### config.mk
export PLATFORM = sky130hd
export DESIGN_NAME = amp_ram
export DESIGN_NICKNAME = d
export VERILOG_FILES = /design/src/hw/rtl/amp_ram.sv
export SDC_FILE = /design/constraint.sdc
export NUM_CORES = 2
export LEC_CHECK = 0
export BUFFER_PORTS_ARGS = -buffer_cell sky130_fd_sc_hd__buf_2
export CORE_MARGIN = 5
export CORE_UTILIZATION = 63
export CTS_CLUSTER_SIZE = 14
export DETAILED_ROUTE_END_ITERATION = 10
export GPL_ROUTABILITY_DRIVEN = 0
export PLACE_DENSITY = 0.84
export SYNTH_ARGS = -nofsm -noshare
export SYNTH_HDL_FRONTEND = slang
export SYNTH_SLANG_ARGS = --single-unit
### constraint.sdc
create_clock -name clock -period 5.9 [get_ports clock]
set_input_delay 1.77 -clock clock [delete_from_list [all_inputs] [get_ports clock]]
set_output_delay 1.77 -clock clock [all_outputs]
set_load 0.01 [all_outputs]
### src/hw/rtl/amp_ram.sv
// ============================================================================
// amp_ram - simple dual-port synchronous memory
// One write port and one read port; read data is registered.
// ============================================================================
module amp_ram #(
   parameter int WIDTH  = 32,
   parameter int ADDR_W = 6
) (
   input  logic              clock,
   input  logic              wr_en,
   input  logic [ADDR_W-1:0] wr_addr,
   input  logic [WIDTH-1:0]  wr_data,
   input  logic [ADDR_W-1:0] rd_addr,
   output logic [WIDTH-1:0]  rd_data
);

   localparam int DEPTH = 1 << ADDR_W;

   logic [WIDTH-1:0] mem [DEPTH];
   logic [WIDTH-1:0] rd_data_ff;

   always_ff @(posedge clock) begin
      if (wr_en) begin
         mem[wr_addr] <= wr_data;
      end
      rd_data_ff <= mem[rd_addr];
   end

   assign rd_data = rd_data_ff;

endmodule

==> run_results.csv <==
group,metric,value,unit
outcome,outcome,"complete, no violations",
clock_tree,clock_sinks,2080,
floorplanning,die_w,363.0,um
setup_path,rrSetupSlack,3.30,ns
setup_path,startpoint_type,"input pin",
detailed_routing,num_vias,40250,
synth,synth_compound_area_frac,0.01673,
floorplanning,die_y,363.0,um
timing,fin_tns_setup,0,ns
timing,clock_skew,0.03943,ns
clock_tree,tritoncts,"yes",
setup_path,crit_arrival,4.94,ns
setup_path,critPathMaxFanout,36,
placed_design,placed_area,0.08186,mm^2
worst_hold_path,hold_depth,4,
clock_tree,h-tree-depth,4,
grt,grt_pass1_wl,310500,um
synth,yosys.area_share.xor_xnor,0,
setup_path,critPathRequiredTime,6.55,ns
grt,antenna_found_initial,17,
layout,multi_input_area,0.01597,mm^2
detailed_routing,drtIter0Drc,7343,
grt,grt_max_degree,76,
timing,worst_pin_slew,1.381,ns
setup_path,critical_path_class,"input pin to flip-flop",
timing,fmax,0.2332,GHz
placed_design,place_ws,0.9446,ns
clock_tree,hold_buffers,0,
layout,drive_gt1_frac,0.2954,
layout,utilization,0.7095,
synth,synth_top_family_by_area,"multiplexers",
timing,slew_headroom,0.07910,
detailed_routing,routedWlPerCell,41.03,um
worst_hold_path,min_to,"rd_data[8]",
clock_tree,clk_latency,0.84,ns
setup_path,rr_endpoint,"rd_data[20]",
setup_path,timing.rr.start,"mem[22][20]",
run,cap_violations,0,
power_and_ir_drop,p_leak,27.41,nW
timing,setup_viol,0,
clock_tree,cts_buffers,191,
floorplanning,io_pins,78,
timing,grt_setup_unrepaired,"false",
floorplanning,initial_utilization,0.6342,
setup_path,reg2reg_depth,5,
detailed_routing,drt_wl_total,220100,um
floorplanning,rows,129,
timing,final.min_clock_period,4.289,ns
synth,yosysWarnings,0,
worst_hold_path,hold_class,"flip-flop to flip-flop",
power_and_ir_drop,ir_drop,0.0003749,V
clock_tree,ctsRootBufferMaster,"clkbuf_16",
layout,area_growth,11.87,%
power_and_ir_drop,p_per_area,342.2,mW/mm^2
layout,fin_area,0.08783,mm^2
grt,grt_pass1_vias,40950,
clock_tree,ctsResizeCount,0,
setup_path,cp-end-kind,"flip-flop",
synth,synthMuxAreaShare,0.1679,
synth,synth_nets,3370,
floorplanning,dieArea,0.1318,mm^2
grt,overflow,0,
detailed_routing,route.detailed.drc,0,
synth,ys_ff_latch,2080,
layout,layout_common_cells,"edfxtp_1, mux4_2, clkbuf_16",
synth,yosys.area_share.simple,0.01265,
timing,drv_slew,0,
timing,hold_viol_final,0,
layout,final_common_cell,"edfxtp_1",
synth,synth_area_per_cell,23.62,um^2
worst_hold_path,worstHoldStart,"mem[12][8]",
placed_design,dpl.hpwl,114000,um
detailed_routing,dr.pass1.iters,6,
timing,period_share,0.7269,
layout,fill_cells,6326,
layout,fin_nets,3603,
synth,ys_seq_area_frac,0.7914,
synth,ys_types,34,
timing,fin_ws,1.611,ns
placed_design,port_buffers,77,
synth,yosys.area_share.adder,0,
clock_tree,cts_max_path_buffers,3,
clock_tree,clkTransAtPathRegs,0.07,ns
setup_path,crit_path_start,"rd_addr[0]",
detailed_routing,ant_nets,0,
clock_tree,cts_setup_buffers,0,
synth,synth_area,0.07852,mm^2
layout,ff_latch_area,0.06214,mm^2
grt,groute.usage.overall,0.3396,
synth,syn_inst,3324,
floorplanning,core-area,0.1238,mm^2
detailed_routing,vias_per_cell,7.504,
-- report_power, final --
| part | switching, mW | internal, mW |
|---|---|---|
| combinational | 1.00 | 0.549 |
| sequential | 0.0781 | 16.4 |
| clock | 5.56 | 6.51 |
-- sequential cells by signal (all words and copies together) (netlist names) --
signal   cells
mem       2048
rd_data     32
-- kinds of logic (layout without fill, tap and decap cells) --
kind of cell,count (synthesis),count (layout)
DFF,2080,2080
muxes,637,637
and+or+nand+nor,223,223
AOI/OAI and AO/OA,202,202
buffers and inverters,182,578
other,0,7
-- worst max path at each step --
stage / end / slack (ns) / cells past startpoint
floorplan: mem[48][0] / 0.97 / 4
global placement: rd_data[20] / 1.03 / 8
detailed placement: rd_data[20] / 0.94 / 8
CTS: rd_data[20] / 1.82 / 7
global route: rd_data[20] / 1.47 / 7
finish: rd_data[20] / 1.61 / 7
-- cell usage after synthesis --
| cell | n | area share |
|---|---|---|
| mux2i_1 | 93 | 0.012 |
| or3_1 | 3 | 0.00024 |
| and2_1 | 2 | 0.00016 |
| buf_4 | 25 | 0.0024 |
| or2_1 | 1 | 0.000080 |
| nand3_1 | 5 | 0.00032 |
| mux4_2 | 544 | 0.16 |
| o32ai_1 | 4 | 0.00045 |
| or2_2 | 1 | 0.000080 |
| a41o_1 | 4 | 0.00051 |
| dfxtp_1 | 32 | 0.0082 |
| nand2_1 | 26 | 0.0012 |
| a311oi_1 | 8 | 0.00089 |
| a31oi_1 | 1 | 0.000080 |
| buf_1 | 21 | 0.0010 |
| nor2b_1 | 15 | 0.0012 |
| buf_6 | 5 | 0.00072 |
| or2_0 | 1 | 0.000080 |
| a22oi_1 | 12 | 0.0011 |
| o22ai_1 | 84 | 0.0067 |
| or3b_2 | 3 | 0.00033 |
| nand3b_1 | 5 | 0.00048 |
| nand2b_1 | 8 | 0.00064 |
| or3b_1 | 2 | 0.00022 |
| and3_1 | 4 | 0.00032 |
| nand4b_1 | 1 | 0.00011 |
| edfxtp_1 | 2048 | 0.78 |
| nand4_1 | 2 | 0.00016 |
| clkbuf_1 | 74 | 0.0035 |
| o221ai_1 | 27 | 0.0030 |
| nor2_1 | 137 | 0.0065 |
| buf_2 | 57 | 0.0036 |
| nor3_1 | 7 | 0.00045 |
| a21oi_1 | 62 | 0.0040 |
-- through the flow --
| step | power [mW] | std cells | hold WS, ns |
|---|---|---|---|
| global route | 30.80 | 5359 | 0.9402 |
| finish | 30.06 | 5364 | 0.9375 |
| detailed placement | 18.22 | 5001 | 0.8145 |
| global placement | 18.15 | 5001 | 0.7393 |
| CTS | 30.03 | 5357 | 0.9190 |
| floorplan | 17.51 | 3324 | 0.6632 |
-- critical path: stages --
cell,delay (ns)
buf_8,0.41
buf_4,0.58
mux4_2,0.59
mux2i_1,0.35
nor2_1,0.13
a311oi_1,0.90
nor3_1,0.16
-- cell type report --
type / instances / share of cell area
sequential: 2080 / 0.7075
clock buffer: 258 / 0.06019
antenna: 7 / 0.0001994
tap: 1637 / 0.02332
clock inverter: 98 / 0.007579
timing repair buffer: 222 / 0.01943
multi-input combinational: 1062 / 0.1818
-- metal layers --
metal	routed length, um	global-route usage	share of wire
met5	92	0	0.00042
met4	13050	0.1655	0.059
met3	29300	0.08247	0.13
met2	109200	0.5512	0.50
met1	68490	0.4425	0.31
Power figures use the tool's default switching activity.
