<file path="src/hw/rtl/amp_pkg.sv">
// ============================================================================
// amp_pkg - shared types and constants for the adjacency matrix product
// Holds the sequencer states, the token that walks the multiply-accumulate
// pipeline and the status bundle that pipeline reports back.
// ============================================================================
package amp_pkg;

   localparam int IDX_W  = 3;   // row and column index width
   localparam int DATA_W = 32;  // matrix entry width
   localparam int CNT_W  = 7;   // nonzero count width
   localparam int CSR_W  = 4;   // vertex count register width

   localparam logic [CSR_W-1:0] VERTEX_COUNT_RESET = 4'd8;

   typedef enum logic [1:0] {
      ST_LOAD,
      ST_CALC,
      ST_DRAIN,
      ST_EMIT
   } state_type;

   typedef logic [IDX_W-1:0] idx_type;

   typedef struct packed {
      logic    valid;
      logic    first;
      logic    last;
      idx_type row;
      idx_type col;
   } mac_tok_type;

   typedef struct packed {
      logic             busy;
      logic [CNT_W-1:0] nonzero_count;
      logic             not_symmetric;
   } mac_stat_type;

endpackage

</file>
<file path="src/hw/rtl/amp_mac.sv">
// ============================================================================
// amp_mac - multiply-accumulate pipeline for one product entry at a time
// Stage 1 multiplies the operands read from the stores, stage 2 accumulates
// and, on the last term, writes the entry and updates the run statistics.
// ============================================================================
module amp_mac #(
   parameter int IW = 3
) (
   input  logic                       clock,
   input  logic                       reset,
   input  logic                       clear,
   input  amp_pkg::mac_tok_type       issue_tok,
   input  logic [amp_pkg::DATA_W-1:0] left_data,
   input  logic [amp_pkg::DATA_W-1:0] right_data,
   input  logic [amp_pkg::DATA_W-1:0] sym_data,
   output logic [2*IW-1:0]            sym_addr,
   output logic                       prd_wr_en,
   output logic [2*IW-1:0]            prd_wr_addr,
   output logic [amp_pkg::DATA_W-1:0] prd_wr_data,
   output amp_pkg::mac_stat_type      stat
);

   amp_pkg::mac_tok_type             tk1_ff, tk2_ff;
   logic [amp_pkg::DATA_W-1:0]       mul_ff, acc_ff, acc_in;
   logic [amp_pkg::CNT_W-1:0]        nz_ff, nz_in;
   logic                             asym_ff, asym_in;
   logic [2*amp_pkg::DATA_W-1:0]     mul_full;

   always_ff @(posedge clock) begin
      if (reset) begin
         tk1_ff.valid <= 1'b0;
         tk2_ff.valid <= 1'b0;
      end else begin
         tk1_ff.valid <= issue_tok.valid;
         tk2_ff.valid <= tk1_ff.valid;
      end
      tk1_ff.first <= issue_tok.first;
      tk1_ff.last  <= issue_tok.last;
      tk1_ff.row   <= issue_tok.row;
      tk1_ff.col   <= issue_tok.col;
      tk2_ff.first <= tk1_ff.first;
      tk2_ff.last  <= tk1_ff.last;
      tk2_ff.row   <= tk1_ff.row;
      tk2_ff.col   <= tk1_ff.col;
   end

   // Only the low word of the product matters; signed and unsigned agree there.
   assign mul_full = left_data * right_data;

   always_ff @(posedge clock) begin
      mul_ff <= mul_full[amp_pkg::DATA_W-1:0];
      if (tk2_ff.valid) begin
         acc_ff <= acc_in;
      end
   end

   assign acc_in = (tk2_ff.first ? '0 : acc_ff) + mul_ff;

   // The mirror entry lies in an earlier row, so it was written back
   // before this read is issued.
   assign sym_addr = {tk1_ff.col[IW-1:0], tk1_ff.row[IW-1:0]};

   always_comb begin
      nz_in   = nz_ff;
      asym_in = asym_ff;
      if (clear) begin
         nz_in   = '0;
         asym_in = 1'b0;
      end else if (tk2_ff.valid && tk2_ff.last) begin
         if (acc_in != '0) begin
            nz_in = nz_ff + 1'b1;
         end
         if ((tk2_ff.col < tk2_ff.row) && (acc_in != sym_data)) begin
            asym_in = 1'b1;
         end
      end
   end

   always_ff @(posedge clock) begin
      if (reset) begin
         nz_ff   <= '0;
         asym_ff <= 1'b0;
      end else begin
         nz_ff   <= nz_in;
         asym_ff <= asym_in;
      end
   end

   assign prd_wr_en   = tk2_ff.valid && tk2_ff.last;
   assign prd_wr_addr = {tk2_ff.row[IW-1:0], tk2_ff.col[IW-1:0]};
   assign prd_wr_data = acc_in;

   assign stat.busy          = tk1_ff.valid || tk2_ff.valid;
   assign stat.nonzero_count = nz_ff;
   assign stat.not_symmetric = asym_ff;

endmodule

</file>
<file path="config.mk">
export PLATFORM = sky130hd
export DESIGN_NAME = amp_mac
export DESIGN_NICKNAME = d
export VERILOG_FILES = /design/src/hw/rtl/amp_pkg.sv /design/src/hw/rtl/amp_mac.sv
export SDC_FILE = /design/constraint.sdc
export NUM_CORES = 1
export LEC_CHECK = 0
export BUFFER_PORTS_ARGS = -buffer_cell sky130_fd_sc_hd__buf_4
export CAP_MARGIN = 25
export CORE_MARGIN = 3
export CORE_UTILIZATION = 50
export DETAILED_ROUTE_END_ITERATION = 16
export PLACE_DENSITY = 0.68
export SLEW_MARGIN = 15
export SYNTH_ARGS = -nofsm -noshare
export SYNTH_HDL_FRONTEND = slang
export SYNTH_SLANG_ARGS = --single-unit
</file>
<file path="constraint.sdc">
create_clock -name clock -period 10.7 [get_ports clock]
set_input_delay 3.21 -clock clock [delete_from_list [all_inputs] [get_ports clock]]
set_output_delay 3.21 -clock clock [all_outputs]
set_load 0.05 [all_outputs]
</file>
==> impl_metrics.ini, run 1 <==
[status]
status = finished clean

[global_route]
grt_pass1_wl_mm = 91.1
grt.total_usage_pct = 25.8
antenna_found_initial = 0
grt_max_degree = 34
grt_overflow = 0
grt_pass1_vias = 17034

[cells_and_area]
layout_commonest_cell = inv_1
drive_gt1_share_pct = 9.09
multiInputGateArea_um2 = 17100
layout.nets = 3056
fillers = 3790
fin_area_um2 = 23000
regArea_um2 = 2120
syn2layout_area_growth_pct = 8.01
finalNonFillerCells = 2920
final_cell_mix = 414 x inv_1, 409 x fa_1, 312 x and2_1

[floorplanning]
core_area_um2 = 41400
die_w_um = 212
die_area_um2 = 45000
pin_count = 162
start_util_pct = 51.4
std_cell_rows = 74
die_h_um = 212

[worst_setup_path]
path_max_fanout = 30
criticalPathCategory = primary input to flop
path_delay_family = adder cells
end_kind = flop
crit_required_ps = 10910
slowest_delay_ps = 580
crit_arrival_ps = 10160
path_buf_inv = 5
path_cells = buf_4 > and2_1 > fa_1 > inv_1 > fa_1 > fa_1 > fa_1 > inv_1 > fa_1 > inv_1 > fa_1 > inv_1 > fa_1 > fa_1 > ha_1 > or3_1 > a21oi_1 > a2111oi_0 > o21a_1 > o21a_1 > o21ai_0 > a21oi_1 > a211oi_1 > xnor2_1
start_kind = primary input
cpMostUsedCell = fa_1
rrSetupSlack_ps = 5730
slowest_stage = fa_1

[sta]
fin_crit_sh_pct = 93.1
timing.hold.ws_ps = 336
setup_viol = 0
min_period_ps = 9960
drv_slew = 0
final.setup_skew_ps = 11.5
grt_setup_unrepaired = no
timing.slew.headroom_pct = 45.6
fmax_mhz = 100
tightest_slew_ps = 815
finalHoldViolations = 0
setup_tns_ps = 0

[detailed_routing]
routed_wl_mm = 56.7
first_iter_violations = 917
ant_nets = 0
dr.pass1.iters = 5
m1WireLength_mm = 25.1
vias = 15936
routed_via_density = 5.46
wl_met2_mm = 26.7
routedWlPerCell_um = 19.4
highest_layer = met4
drc = 0
wl_met3_mm = 3.15

[synthesis]
synth_warnings = 0
synth.top_cell.area_share_pct = 38.5
synth_ff_type = dfxtp_1
syn_nets = 2997
synth_top_area_cell = fa_1
synth.distinct_cells = 83
synthArstFlopShare_pct = 0
synth-edff-count = 32
synth_area_leaders = fa_1 39%, ha_1 9.2%, and2_1 9.2%, inv_1 7.3%, dfxtp_1 5.5%
synth_seq_area_share_pct = 9.98
ys_seq_elements = 90
syn_avg_cell_area_um2 = 9.15
syn_area_um2 = 21300
synth_cells = 2323

[clock_tree]
clk_pin_slew_ps = 70
numClockSinks = 90
cts_tree = done
ctsResizeCount = 0
root_buffer = clkbuf_16
htreeDepth = 3
cts_setup_buffers = 0
cts.path.max_buffers = 2
insertion_delay_ps = 350
cts_buffers = 9
hold_buffers = 0

[placement]
post-dp-hpwl_mm = 45.7
dpl_cell_area_um2 = 22700
gp_congestion = 0.887
place_inst = 2903
io_buffer_count = 161

[run]
drv_cap = 0

[worst_hold_path]
min_path_type = flop to flop
## synthesized netlist by cell type, drive strengths merged, types with 3 or more instances
cell     count
inv        415
fa         409
and2       312
nand2      266
ha         157
clkbuf      98
xnor2       96
dfxtp       58
a21oi       55
nor2        48
nor2b       41
o21ai       37
xor2        36
edfxtp      32
buf         22
o21a        21
nor3        17
a211oi      15
a21o        15
nand3       14
and3        12
nand2b      12
a31oi       11
nand4       10
o211ai      10
or3         10
nor4         9
o21bai       8
a2111oi      6
o2111ai      5
o31ai        5
or2          5
a211o        4
mux2i        4
nor3b        4
o211a        4
o311ai       4
a221o        3
a41o         3
or4          3
## sequential cells by signal, summed over array words and instances (netlist names)
register and cells:
nz_ff 7, sym_addr 6, tk1_ff 3, tk2_ff 3, asym_ff 1, acc_ff 32
mul_ff 32, prd_wr_addr 6
## final timing paths
kind,startpoint,to,cells past startpoint
worst min-delay path,tk1_ff[6],tk2_ff[6],0
worst max-delay path,right_data[2],mul_ff[31],24
worst max register to register,tk2_ff[7],asym_ff,15
worst min register to register,tk1_ff[6],tk2_ff[6],0
## layer usage
| metal | global-route usage [%] | vias up |
|---|---|---|
| li1 | - | 7253 |
| met1 | 35.3 | 8075 |
| met2 | 43.8 | 529 |
| met3 | 2.97 | 79 |
| met4 | 7.41 | 0 |
| met5 | 0 | - |
## through the flow
step / setup WS [ps] / util, %
after floorplan: 909 / -
after global placement: 611 / 54.8
after detailed placement: 384 / 54.8
after CTS: 721 / 55.5
after global routing: 517 / 55.5
final: 741 / 55.5
## cell families (layout without fill, tap and decap cells)
| kind of cell | count (synthesis) | count (layout) | share of synthesized area [%] |
|---|---|---|---|
| compound gates | 225 | 225 | 7.71 |
| xor+xnor | 132 | 132 | 5.47 |
| fa+ha+maj | 566 | 566 | 47.7 |
| buf+inv | 535 | 599 | 9.76 |
| flops | 90 | 90 | 9.98 |
| mux | 4 | 4 | 0.188 |
| other cells | 0 | 1 | 0 |
| simple gates | 771 | 771 | 19.1 |
## final cells by class
class                   instances  area share [%]
repair buffers                168            5.49
inverters                     415            6.78
multi-input cells            1698            74.3
flip-flops and latches         90            9.24
clock inverters                 5           0.169
well taps                     532            2.90
clock buffers                  11            1.11
diodes                          1          0.0109
Power of run 1 is left out: the tool's default activity adds up to more than one toggle a clock period on the data nets, which glitch-free logic cannot reach.
==> inputs of run 2 (changes only) <==
--- a/config.mk
+++ b/config.mk
@@ -10,7 +10,8 @@
 export CORE_MARGIN = 3
 export CORE_UTILIZATION = 50
 export DETAILED_ROUTE_END_ITERATION = 16
-export PLACE_DENSITY = 0.68
+export GPL_TIMING_DRIVEN = 0
+export PLACE_DENSITY_LB_ADDON = 0.25
 export SLEW_MARGIN = 15
 export SYNTH_ARGS = -nofsm -noshare
 export SYNTH_HDL_FRONTEND = slang
==> run 2 against run 1 <==
Effect of this change: wire length up 19%; worst setup slack lost 570 ps; final area grew 2.2%.
==> impl_metrics.ini, run 2 (synthesized netlist as in run 1, its figures left out) <==
[worst_setup_path]
start_kind = primary input
end_kind = flop
rrSetupSlack_ps = 5360
slowest_delay_ps = 600
criticalPathCategory = primary input to flop
crit_arrival_ps = 10800
crit_required_ps = 10970
timing.rr.end = asym_ff
r2r_cells = 15
r2r-start = tk2_ff[7]
slowest_stage = fa_1
cpMostUsedCell = fa_1
path_max_fanout = 10

[run]
drv_cap = 0

[placement]
gp_congestion = 0.998
place_inst = 3013
io_buffer_count = 153
post-dp-hpwl_mm = 54.8

[sta]
final.setup_skew_ps = 14.8
fin_crit_sh_pct = 98.4
setup_viol = 0
timing.slew.headroom_pct = 32.1
finalHoldViolations = 0
tightest_slew_ps = 1020
grt_setup_unrepaired = yes
fmax_mhz = 95.0
min_period_ps = 10530
drv_slew = 0
timing.hold.ws_ps = 334

[cells_and_area]
final_cell_mix = 414 x inv_1, 409 x fa_1, 312 x and2_1
reg_top3 = acc_ff (32), mul_ff (32), nz_ff (7)
layout_commonest_cell = inv_1
final_core_util_pct = 56.7
syn2layout_area_growth_pct = 10.4
antennaDiodeCount = 0
layout.nets = 3166
drive_gt1_share_pct = 9.61
finalNonFillerCells = 3029
fillers = 3767

[floorplanning]
die_h_um = 212
core_area_um2 = 41400
die_w_um = 212
start_util_pct = 51.4
std_cell_rows = 74
die_area_um2 = 45000
pin_count = 162

[status]
status = finished clean

[detailed_routing]
drc = 0
dr.pass1.iters = 5
vias = 16921
routed_via_density = 5.59
routed_wl_mm = 67.2
first_iter_violations = 1170
routedWlPerCell_um = 22.2
ant_nets = 0

[clock_tree]
root_buffer = clkbuf_16
htreeDepth = 3
insertion_delay_ps = 350
cts.path.max_buffers = 2
cts_buffers = 9
cts_tree = done
numClockSinks = 90
hold_buffers = 0
cts_setup_buffers = 0
clk_pin_slew_ps = 60

[global_route]
grt.total_usage_pct = 30.7
grt_pass1_vias = 17986
grt_pass1_wl_mm = 104
antenna_found_initial = 2
grt_overflow = 0
grt_max_degree = 19

[worst_hold_path]
hold_start = tk1_ff[6]
min_path_type = flop to flop
min_to = tk2_ff[6]
worstHoldPathCells = 0
==> run 2: worst max path at each step <==
| stage | from | end | slack (ps) | cells after the start |
|---|---|---|---|---|
| 3_3_place_gp | left_data[3] | mul_ff[31] | -260 | 28 |
| 5_1_grt | left_data[8] | mul_ff[31] | -50 | 25 |
| 4_1_cts | left_data[3] | mul_ff[31] | 80 | 28 |
| 6_report | right_data[2] | mul_ff[30] | 170 | 25 |
| 3_5_place_dp | left_data[2] | mul_ff[31] | -370 | 26 |
| 2_1_floorplan | right_data[3] | mul_ff[31] | 910 | 25 |
==> run 2: final cells by class <==
type                       count  area (um^2)  area share (%)
inverter                     415         1560            6.64
timing repair buffer         159         1250            5.31
clock inverter                 6         55.1           0.235
sequential                    90         2120            9.04
buffer                       119          531            2.26
multi-input combinational   1698        17100            72.7
tap                          532          666            2.84
clock buffer                  10          229           0.975
==> run 2: critical path, delay by kind of cell <==
family	cells	cell delay [ps]
AO/OA/AOI/OAI	5	1180
XOR/XNOR	1	140
adder cells (fa/ha/maj)	9	3710
buffers and inverters	6	1350
AND/OR/NAND/NOR	4	1180
==> run 2: repair_timing <==
action,in CTS,in global routing
setup endpoints to repair,1,4
gates resized for setup,1,20
pin swaps,0,0
==> run 2: metal layers <==
| layer | GRT usage (%) | routed length [um] |
|---|---|---|
| met3 | 5.67 | 5860 |
| met4 | 13.2 | 3580 |
| met1 | 40.2 | 27200 |
| met5 | 0 | 27 |
| met2 | 50.5 | 30500 |
==> run 2: stage by stage <==
stage               area (um^2)  setup TNS, ps  setup WS [ps]
floorplan                 21300              0            909
global placement          23100           -691           -262
detailed placement        23200          -1080           -369
CTS                       23400              0           81.5
global route              23500          -47.3          -47.3
finish                    23500              0            171
Power of run 2 is left out for the same reason.
==> inputs of run 3 (changes only) <==
--- a/config.mk
+++ b/config.mk
@@ -11,7 +11,7 @@
 export CORE_UTILIZATION = 50
 export DETAILED_ROUTE_END_ITERATION = 16
 export GPL_TIMING_DRIVEN = 0
-export PLACE_DENSITY_LB_ADDON = 0.25
+export PLACE_DENSITY = 0.74
 export SLEW_MARGIN = 15
 export SYNTH_ARGS = -nofsm -noshare
 export SYNTH_HDL_FRONTEND = slang
==> run 3 against run 2 <==
Effect of this change: final cell count is essentially flat; global-route usage decreased by 0.097 points; sequential cell count is the same; critical path depth did not move; critical endpoint is now mul_ff[31]; largest cell class unchanged.
==> impl_metrics.ini, run 3 (synthesized netlist as in run 1, its figures left out) <==
[status]
status = finished clean

[run]
drv_cap = 0

[global_route]
gr-usage-met3_pct = 5.68
grt_max_degree = 19
grt_busiest_layer = met2
antenna_found_initial = 1
grt_use_met2_pct = 50.1
grt.total_usage_pct = 30.6
grtUsageMet1_pct = 40.1
grt_pass1_vias = 17957
grt_overflow = 0
grt_pass1_wl_mm = 104

[floorplanning]
std_cell_rows = 74
start_util_pct = 51.4
pin_count = 162
core_area_um2 = 41400
die_h_um = 212
die_w_um = 212
die_area_um2 = 45000

[cells_and_area]
layout_commonest_cell = inv_1
drive_gt1_share_pct = 9.67
syn2layout_area_growth_pct = 10.3
reg_top3 = acc_ff (32), mul_ff (32), nz_ff (7)
layout.nets = 3160
final_cell_mix = 414 x inv_1, 409 x fa_1, 312 x and2_1
finalNonFillerCells = 3030

[worst_setup_path]
slowest_delay_ps = 900
crit_required_ps = 10900
slowest_stage = clkbuf_1
crit_start = left_data[4]
r2r_cells = 15
path_delay_family = adder cells
path_max_fanout = 10
criticalPathCategory = primary input to flop
rrSetupSlack_ps = 5290
start_kind = primary input
cp_num_cells = 25
crit_path_end = mul_ff[31]
crit_arrival_ps = 10650
timing.rr.end = asym_ff
end_kind = flop
path_buf_inv = 6
cpMostUsedCell = fa_1
r2r-start = tk2_ff[7]

[sta]
tightest_slew_ps = 1140
grt_setup_unrepaired = yes
timing.hold.ws_ps = 333
drv_slew = 0
setup_viol = 0
final.setup_skew_ps = 15.6
fmax_mhz = 95.7
finalHoldViolations = 0
setup_ws_ps = 254
timing.slew.headroom_pct = 24.3
fin_crit_sh_pct = 97.6
min_period_ps = 10450

[clock_tree]
cts.path.max_buffers = 2
cts_tree = done
cts_buffers = 9
htreeDepth = 3
numClockSinks = 90
insertion_delay_ps = 350
clk_pin_slew_ps = 70
root_buffer = clkbuf_16
hold_buffers = 0

[placement]
pre_cts_ws_ps = -322
place_inst = 3011
gp_congestion = 1.01
io_buffer_count = 153
post-dp-hpwl_mm = 54.8

[worst_hold_path]
min_path_type = flop to flop

[detailed_routing]
dr.pass1.iters = 6
routed_wl_mm = 68.1
first_iter_violations = 1387
vias = 17086
drc = 0
routed_via_density = 5.64
ant_nets = 0
routedWlPerCell_um = 22.5
run 3: worst min-delay path by stage:
| stage | start | to | slack (ps) | cells past startpoint |
|---|---|---|---|---|
| final | tk1_ff[7] | tk2_ff[7] | 330 | 0 |
| after global routing | tk1_ff[7] | tk2_ff[7] | 340 | 0 |
| after CTS | tk1_ff[7] | tk2_ff[7] | 330 | 0 |
| after detailed placement | tk1_ff[7] | tk2_ff[7] | 320 | 0 |
| after global placement | tk1_ff[6] | tk2_ff[6] | 310 | 0 |
| after floorplan | tk1_ff[6] | tk2_ff[6] | 310 | 0 |
run 3: area by class of cell:
cell class,instances,area (um^2)
fill,3717,17900
multi-input combinational,1698,17100
sequential,90,2120
inverter,415,1560
timing repair buffer,156,1200
tap,532,666
buffer,116,531
clock buffer,11,254
clock inverter,5,46.3
antenna,7,17.5
run 3: worst register-to-register path, stage by stage (launching register included):
cell and delay, ps:
dfxtp_1 540, clkbuf_1 530, nor2b_1 110, ha_1 260, fa_1 480, a211oi_2 420
nor2_1 180, nor2_1 360, xor2_1 130, a2111oi_0 480, nand4_1 150, or3_1 420
or3_1 310, or4_1 550, nor3_1 250, a31oi_1 130
run 3: layer usage:
metal | up-vias | wire length, um
li1 | 7480 | -
met1 | 8563 | 27200
met2 | 864 | 31000
met3 | 179 | 6290
met4 | 0 | 3680
met5 | - | 0
run 3: per-stage QoR:
stage / instance area, um^2 / setup TNS [ps] / utilization (%)
floorplan: 21300 / 0 / -
global placement: 23100 / -709 / 55.8
detailed placement: 23100 / -977 / 55.9
CTS: 23400 / 0 / 56.6
global route: 23400 / -17.3 / 56.7
finish: 23500 / 0 / 56.7
run 3: timing repair:
item,CTS,global route
setup endpoints to repair,0,5
resized for setup,0,34
buffers inserted,0,0
Power of run 3 is left out for the same reason.
